$ cat src/design/dpce_pkg.sv
// Types and constants shared by the delta prefix-code encoder.
package dpce_pkg;

	localparam int TOTAL_BITS_WIDTH = 19;
	localparam int SAMPLE_WIDTH     = 16;
	localparam int CFG_DATA_WIDTH   = 60;
	localparam int CFG_INDEX_WIDTH  = 2;
	localparam int MAP_LOW_WIDTH    = 60;
	localparam int MAP_HIGH_WIDTH   = 25;
	localparam int MAP_ENTRY_WIDTH  = 5;
	localparam int BIN_WIDTH        = 5;
	localparam int PREFIX_WIDTH     = 14;
	localparam int PREFIX_LEN_WIDTH = 4;
	localparam int ACC_WIDTH        = 40;
	localparam int MAX_RESULTS      = 5;
	localparam int CNT_WIDTH        = 3;

	localparam logic [CFG_INDEX_WIDTH-1:0] CFG_MAP_ENABLE = 2'd0;
	localparam logic [CFG_INDEX_WIDTH-1:0] CFG_MAP_LOW    = 2'd1;
	localparam logic [CFG_INDEX_WIDTH-1:0] CFG_MAP_HIGH   = 2'd2;

	localparam logic [MAP_ENTRY_WIDTH-1:0] MAX_CODE = 5'd16;

	// three-bit prefixes for bins 1..5, sent LSB first
	localparam logic [2:0] LOW_PREFIX [0:5] = '{3'h0, 3'h2, 3'h6, 3'h1, 3'h5, 3'h3};

	typedef struct packed {
		logic signed [SAMPLE_WIDTH-1:0] sample;
		logic                           last_sample;
	} in_word_t;

	typedef struct packed {
		logic [7:0]                  out_byte;
		logic                        byte_valid;
		logic                        run_last;
		logic                        block_end;
		logic [TOTAL_BITS_WIDTH-1:0] block_bits;
	} out_word_t;

endpackage

$ cat src/design/delta_prefix_code_encoder.sv
// Top level of the delta prefix-code encoder: delta, bin, prefix and byte packing.
//
// Input words carry a signed 16-bit sample and a last_sample flag over valid/ready.
// Each sample is differenced against the previous one of its block, coded as a
// prefix for its bin followed by bin index bits, and packed LSB first into bytes.
// Output words carry at most one byte each; run_last marks the final word caused by a
// sample, block_end marks the end of a block together with the saturating bit count.
// A sample that completes no byte and is not last gives no output word.
// Throughput: the coding is combinational between the input register and the
// byte shifter; a sample then holds the shifter until it has given all its
// output words (zero to five), so the output channel at one word per cycle sets
// the rate while out_ready holds, one sample per cycle at best.
// When the receiver stalls, the shifter holds its word and one further sample
// waits in the input register; in_ready falls once both are full.
// Reset clears the block state and the map registers; the user writes configuration
// through cfg_we/cfg_index/cfg_data only while the block is idle, which the block leaves unchecked.
module delta_prefix_code_encoder (
	input  logic                                 clk,
	input  logic                                 arst_n,
	input  logic                                 in_valid,
	output logic                                 in_ready,
	input  dpce_pkg::in_word_t                   in_word,
	output logic                                 out_valid,
	input  logic                                 out_ready,
	output dpce_pkg::out_word_t                  out_word,
	input  logic                                 cfg_we,
	input  logic [dpce_pkg::CFG_INDEX_WIDTH-1:0] cfg_index,
	input  logic [dpce_pkg::CFG_DATA_WIDTH-1:0]  cfg_data
);

	localparam int TBW = dpce_pkg::TOTAL_BITS_WIDTH;
	localparam int SW  = dpce_pkg::SAMPLE_WIDTH;
	localparam int AW  = dpce_pkg::ACC_WIDTH;
	localparam int BW  = dpce_pkg::BIN_WIDTH;
	localparam int EW  = dpce_pkg::MAP_ENTRY_WIDTH;
	localparam int PW  = dpce_pkg::PREFIX_WIDTH;
	localparam int LW  = dpce_pkg::PREFIX_LEN_WIDTH;
	localparam int CW  = dpce_pkg::CNT_WIDTH;
	localparam logic [TBW-1:0] TOTAL_MAX = {TBW{1'b1}};

	// configuration
	logic                                map_enable_q;
	logic [dpce_pkg::MAP_LOW_WIDTH-1:0]  map_low_q;
	logic [dpce_pkg::MAP_HIGH_WIDTH-1:0] map_high_q;

	// block state
	logic [SW-1:0]  prev_q;
	logic [7:0]     pend_bits_q;
	logic [2:0]     pend_cnt_q;
	logic [TBW-1:0] bit_total_q;

	// input register
	logic          valid_s1;
	logic [SW-1:0] sample_s1;
	logic          last_s1;

	// byte shifter
	logic [AW-1:0]  acc_q;
	logic [CW-1:0]  cnt_q;
	logic           last_q;
	logic           flush_q;
	logic [TBW-1:0] total_q;

	logic                         xfer;
	logic [SW-1:0]                delta;
	logic                         neg;
	logic [SW:0]                  mag;
	logic [BW-1:0]                bin;
	logic [SW:0]                  idx_full;
	logic [SW-1:0]                idx;
	logic [dpce_pkg::MAP_LOW_WIDTH+dpce_pkg::MAP_HIGH_WIDTH-1:0] entries;
	logic [6:0]                   ent_pos;
	logic [EW-1:0]                ent_raw;
	logic [EW-1:0]                code;
	logic [PW-1:0]                pval;
	logic [LW-1:0]                plen;
	logic [7:0]                   pend_mask;
	logic [AW-1:0]                acc;
	logic [BW-1:0]                added;
	logic [5:0]                   ntot;
	logic [2:0]                   full;
	logic [7:0]                   pend_next;
	logic [TBW:0]                 sum;
	logic [TBW-1:0]               total_sat;
	logic                         final_word;
	logic                         bare_end;

	assign xfer     = valid_s1 && ((cnt_q == '0) || ((cnt_q == CW'(1)) && out_ready));
	assign in_ready = !valid_s1 || xfer;

	always_ff @(posedge clk or negedge arst_n) begin
		if (!arst_n) begin
			map_enable_q <= 1'b0;
			map_low_q    <= '0;
			map_high_q   <= '0;
		end else if (cfg_we) begin
			case (cfg_index)
				dpce_pkg::CFG_MAP_ENABLE: map_enable_q <= cfg_data[0];
				dpce_pkg::CFG_MAP_LOW:    map_low_q    <= cfg_data[dpce_pkg::MAP_LOW_WIDTH-1:0];
				dpce_pkg::CFG_MAP_HIGH:   map_high_q   <= cfg_data[dpce_pkg::MAP_HIGH_WIDTH-1:0];
				default: ;
			endcase
		end
	end

	always_ff @(posedge clk or negedge arst_n) begin
		if (!arst_n) begin
			valid_s1 <= 1'b0;
		end else if (in_ready) begin
			valid_s1 <= in_valid;
		end
	end

	always_ff @(posedge clk) begin
		if (in_ready && in_valid) begin
			sample_s1 <= in_word.sample;
			last_s1   <= in_word.last_sample;
		end
	end

	// coding of the word in the input register
	always_comb begin
		delta = sample_s1 - prev_q;
		neg   = delta[SW-1];
		mag   = neg ? ((SW+1)'(1) << SW) - {1'b0, delta} : {1'b0, delta};
		bin   = '0;
		for (int i = 0; i <= SW; i++) begin
			if (mag[i]) bin = BW'(i + 1);
		end
		idx_full = neg ? (((SW+1)'(1) << bin) - (SW+1)'(1) - mag) : mag;
		idx      = idx_full[SW-1:0];

		entries = {map_high_q, map_low_q};
		ent_pos = 7'(bin) * 7'(EW);
		ent_raw = entries[ent_pos +: EW];
		if (map_enable_q) code = (ent_raw > dpce_pkg::MAX_CODE) ? dpce_pkg::MAX_CODE : ent_raw;
		else code = bin;

		if (code == '0) begin
			pval = '0;
			plen = LW'(2);
		end else if (code < EW'(6)) begin
			pval = PW'(dpce_pkg::LOW_PREFIX[code[2:0]]);
			plen = LW'(3);
		end else begin
			plen = LW'(code - EW'(2));
			pval = PW'(((PW+1)'(1) << (plen - LW'(1))) - (PW+1)'(1));
		end

		pend_mask = pend_bits_q & 8'((9'd1 << pend_cnt_q) - 9'd1);
		acc = AW'(pend_mask) | (AW'(pval) << pend_cnt_q)
			| (AW'(idx) << (6'(pend_cnt_q) + 6'(plen)));
		added     = BW'(plen) + bin;
		ntot      = 6'(pend_cnt_q) + 6'(added);
		full      = ntot[5:3];
		pend_next = 8'(acc >> {full, 3'b000});

		sum       = {1'b0, bit_total_q} + (TBW+1)'(added);
		total_sat = sum[TBW] ? TOTAL_MAX : sum[TBW-1:0];
	end

	always_ff @(posedge clk or negedge arst_n) begin
		if (!arst_n) begin
			prev_q      <= '0;
			pend_bits_q <= '0;
			pend_cnt_q  <= '0;
			bit_total_q <= '0;
		end else if (xfer) begin
			if (last_s1) begin
				prev_q      <= '0;
				pend_bits_q <= '0;
				pend_cnt_q  <= '0;
				bit_total_q <= '0;
			end else begin
				prev_q      <= sample_s1;
				pend_bits_q <= pend_next;
				pend_cnt_q  <= ntot[2:0];
				bit_total_q <= total_sat;
			end
		end
	end

	always_ff @(posedge clk or negedge arst_n) begin
		if (!arst_n) begin
			cnt_q <= '0;
		end else if (xfer) begin
			cnt_q <= CW'(full) + CW'(last_s1);
		end else if (out_valid && out_ready) begin
			cnt_q <= cnt_q - CW'(1);
		end
	end

	always_ff @(posedge clk) begin
		if (xfer) begin
			acc_q   <= acc;
			last_q  <= last_s1;
			flush_q <= last_s1 && (ntot[2:0] != 3'd0);
			total_q <= total_sat;
		end else if (out_valid && out_ready) begin
			acc_q <= acc_q >> 8;
		end
	end

	assign out_valid  = cnt_q != '0;
	assign final_word = cnt_q == CW'(1);
	assign bare_end   = final_word && last_q && !flush_q;

	always_comb begin
		out_word.out_byte   = bare_end ? 8'd0 : acc_q[7:0];
		out_word.byte_valid = !bare_end;
		out_word.run_last   = final_word;
		out_word.block_end  = final_word && last_q;
		out_word.block_bits = (final_word && last_q) ? total_q : '0;
	end

	a_end_is_run_last: assert property (@(posedge clk) disable iff (!arst_n)
		out_valid && out_word.block_end |-> out_word.run_last)
		else $error("block end without run_last");

	a_bare_only_at_end: assert property (@(posedge clk) disable iff (!arst_n)
		out_valid && !out_word.byte_valid |-> out_word.block_end && out_word.out_byte == 8'd0)
		else $error("empty word outside block end");

	a_cnt_bound: assert property (@(posedge clk) disable iff (!arst_n)
		cnt_q <= CW'(dpce_pkg::MAX_RESULTS))
		else $error("word count out of range");

	a_block_restart: assert property (@(posedge clk) disable iff (!arst_n)
		xfer && last_s1 |=> pend_cnt_q == 3'd0 && bit_total_q == '0 && prev_q == '0)
		else $error("state not cleared after block end");

endmodule
$ cat config.mk
export PLATFORM = sky130hd
export DESIGN_NAME = delta_prefix_code_encoder
export DESIGN_NICKNAME = d
export VERILOG_FILES = /design/src/design/dpce_pkg.sv /design/src/design/delta_prefix_code_encoder.sv
export SDC_FILE = /design/constraint.sdc
export NUM_CORES = 1
export LEC_CHECK = 0
export BUFFER_PORTS_ARGS = -buffer_cell sky130_fd_sc_hd__buf_2
export CAP_MARGIN = 5
export CORE_UTILIZATION = 63
export DETAILED_ROUTE_END_ITERATION = 8
export PLACE_DENSITY = 0.81
export REMOVE_ABC_BUFFERS = 1
export SLEW_MARGIN = 20
export SYNTH_ARGS = -nofsm -noshare
export SYNTH_HDL_FRONTEND = slang
export SYNTH_SLANG_ARGS = --single-unit
$ cat constraint.sdc
create_clock -name clk -period 16.38 [get_ports clk]
set_input_delay 3.276 -clock clk [delete_from_list [all_inputs] [get_ports clk]]
set_output_delay 3.276 -clock clk [all_outputs]
set_load 0.02 [all_outputs]
==> flow_summary_export.csv <==
group,metric,value,unit
sta,setup_viol_count_final,0,
final_layout,regArea,5720,um^2
floorplan,die_area,31200,um^2
placed_design,gp_congestion,1.07,
floorplan,row_count,63,
logic_synthesis,synthFlopType,"dfrtp_1",
final_layout,final_layout_size_suffix_gt1_frac,0.168,
logic_synthesis,synth_cell_type_count,114,
setup_path,cp.required,16800,ps
logic_synthesis,synth-seq-cells,213,
final_layout,nFillCells,2304,
setup_path,crit_arrival,14300,ps
cts,cts_inserted_buffers,24,
route,firstDrtPassIters,6,
route,drc,0,
floorplan,die_w,177,um
logic_synthesis,netlist_area,19200,um^2
sta,max_freq,0.0721,GHz
sta,hold_viol,0,
grt,grt_start_max_net_pins,85,
setup_path,critPathMostFrequentCell,"ha_1",
route,drtAntennaViolNets,0,
setup_path,slowest_stage,"or4_1",
sta,min_period,13870,ps
cts,path_clk_slew,60,ps
sta,rsz0062_at_grt,"no",
cts,cts_tree,"built",
logic_synthesis,async_flop_share,0.634,
final_layout,antenna_cells,0,
grt,grt_pass1_vias,18300,
setup_path,crit_path_end_kind,"flip-flop",
cts,postCtsHoldBufs,0,
placed_design,dp.cells,2613,
route,wl,65200,um
final_layout,multi_input_area,12700,um^2
grt,grt_antenna_before_repair,0,
route,routedWlPerCell,24.5,um
floorplan,io_pins,116,
final_layout,finalNonFillerCells,2658,
sta,fin_skew,14.3,ps
cts,clkLatencyLatePin,540,ps
grt,grt.overflow.total,0,
run_status,status,"completed",
setup_path,critPathLaunchType,"flip-flop",
cts,h-tree-depth,1,
setup_path,max_stage_delay,930,ps
floorplan,dieHeight,177,um
sta,worst_pin_slew,1000,ps
hold_path,hold_class,"flip-flop to flip-flop",
cts,clock_path_buffers,3,
cts,cts-root-buf,"clkbuf_16",
sta,maxSlewViolCount,0,
final_layout,final_util,0.702,
logic_synthesis,ys_seq_area_frac,0.297,
final_layout,area_delta_synth_final,8.84,%
grt,grt_pass1_wl,101000,um
logic_synthesis,syn_avg_cell_area,8.76,um^2
cts,post_cts_resized,0,
setup_path,crit_type,"flip-flop to flip-flop",
route,viasPerCell,7.21,
logic_synthesis,yosys_warnings,0,
setup_path,path_max_fanout,31,
floorplan,start_util,0.645,
flow_run,drv_cap,0,
sta,fin_crit_sh,0.847,
sta,max_slew_margin,0.331,
setup_path,worst-path-buf-inv,6,
cts,clock_sinks,213,
logic_synthesis,synthCells,2195,
route,vias,19200,
final_layout,fin_nets,2409,
sta,setup-tns-final,0,ps
sta,hold_ws,512,ps
grt,grt_use_total,0.412,
logic_synthesis,synth_edf_count,78,
placed_design,io_buffers,115,
placed_design,dp_hpwl,48400,um
route,drtIter0Drc,2517,
floorplan,core_region_area,29800,um^2
cts,post-cts-setup-buffers,0,
setup_path,crit_family,"simple AND/OR/NAND/NOR gates",
==> cells in the mapped netlist (12+ instances only) <==
master     instances  share of area
nand2_1          213          0.042
nor2_1           183          0.036
dfrtp_1          135           0.18
o21ai_0          120          0.031
mux2i_1          116          0.060
mux2_2           106          0.062
a21oi_1          103          0.027
clkbuf_1          88          0.017
edfxtp_1          78           0.12
ha_1              68          0.044
nand3_1           68          0.018
inv_1             65          0.013
nor3_1            64          0.017
and3_1            47          0.015
xnor2_1           41          0.019
o211ai_1          38          0.015
a31oi_1           31          0.010
a21o_1            29          0.011
a211oi_1          25         0.0098
a22o_1            23          0.010
and2_1            22         0.0072
nor2b_1           22         0.0072
a221oi_1          21         0.0096
nand3b_1          21         0.0082
nand4_1           21         0.0068
o21a_1            21         0.0082
or3_1             20         0.0065
nor4_1            19         0.0062
xor2_1            19         0.0087
buf_2             17         0.0044
o22ai_1           17         0.0055
a22oi_1           16         0.0062
mux4_2            16          0.019
buf_1             14         0.0027
or4_1             13         0.0051
nand2b_1          12         0.0039
o2111ai_1         12         0.0055
==> path summary, 6_finish.rpt <==
path                         startpoint         endpoint  slack, ps  cells past startpoint
max                        sample_s1[0]  bit_total_q[11]       2510                     42
min                        map_low_q[6]     map_low_q[6]        510                      1
max reg2reg                sample_s1[0]  bit_total_q[11]       2510                     42
min reg2reg                map_low_q[6]     map_low_q[6]        510                      1
max in group asynchronous        arst_n   pend_bits_q[3]      12200                      2
min in group asynchronous        arst_n     map_low_q[6]       2710                      1
==> cell type report <==
| cell class | count | area share |
|---|---|---|
| multi-input cells | 1777 | 0.605 |
| repair buffers | 160 | 0.0441 |
| clock inverters | 15 | 0.00992 |
| clock buffers | 29 | 0.0306 |
| well taps | 390 | 0.0233 |
| flip-flops and latches | 213 | 0.273 |
| inverters | 74 | 0.0134 |
==> per-stage QoR <==
step | instance area (um^2) | setup WS, ps
after floorplan | 18600 | 1900
after global routing | 20900 | 1900
after detailed placement | 20100 | 3040
final | 20900 | 2510
after CTS | 20900 | 2910
after global placement | 20100 | 3490
==> sequential cells by signal (all words and copies together) (netlist names), 3 cells and up <==
name and flops:
acc_q 40, bit_total_q 19, cnt_q 3, map_high_q 25, map_low_q 60, pend_bits_q 7
pend_cnt_q 3, prev_q 16, sample_s1 16, total_q 19
==> layer usage <==
layer	GRT usage	vias to the layer above	part of all wire
met1	0.550	9203	0.40
met3	0.0539	256	0.087
met5	0	-	0
met4	0.215	0	0.060
met2	0.655	1228	0.45
li1	-	8479	-
==> kinds of logic (layout without fill, tap and decap cells) <==
group                    after synthesis  count (layout)  synth area share
adder cells (fa/ha/maj)               75              75            0.0515
buffers and inverters                205             278            0.0448
flip-flops                           213             213             0.297
XOR/XNOR                              63              63            0.0299
AND/OR/NAND/NOR                      763             763             0.194
multiplexers                         242             242             0.144
AO/OA/AOI/OAI                        634             634             0.238
==> cell usage in the layout (no fill, tap or decap), types with 41 or more instances in the layout <==
cell	netlist	layout
mux2i_1	116	116
buf_4	7	44
ha_1	68	68
nand2_1	213	211
o21ai_0	120	120
buf_2	17	114
a21oi_1	103	103
xnor2_1	41	41
dfrtp_1	135	135
mux2_2	106	107
nand3_1	68	68
inv_1	65	65
nor2_1	183	183
nor3_1	64	64
edfxtp_1	78	78
and3_1	47	47
Power is left out: the tool's default activity adds up to more than one toggle a clock period on the data nets, which glitch-free logic cannot reach.
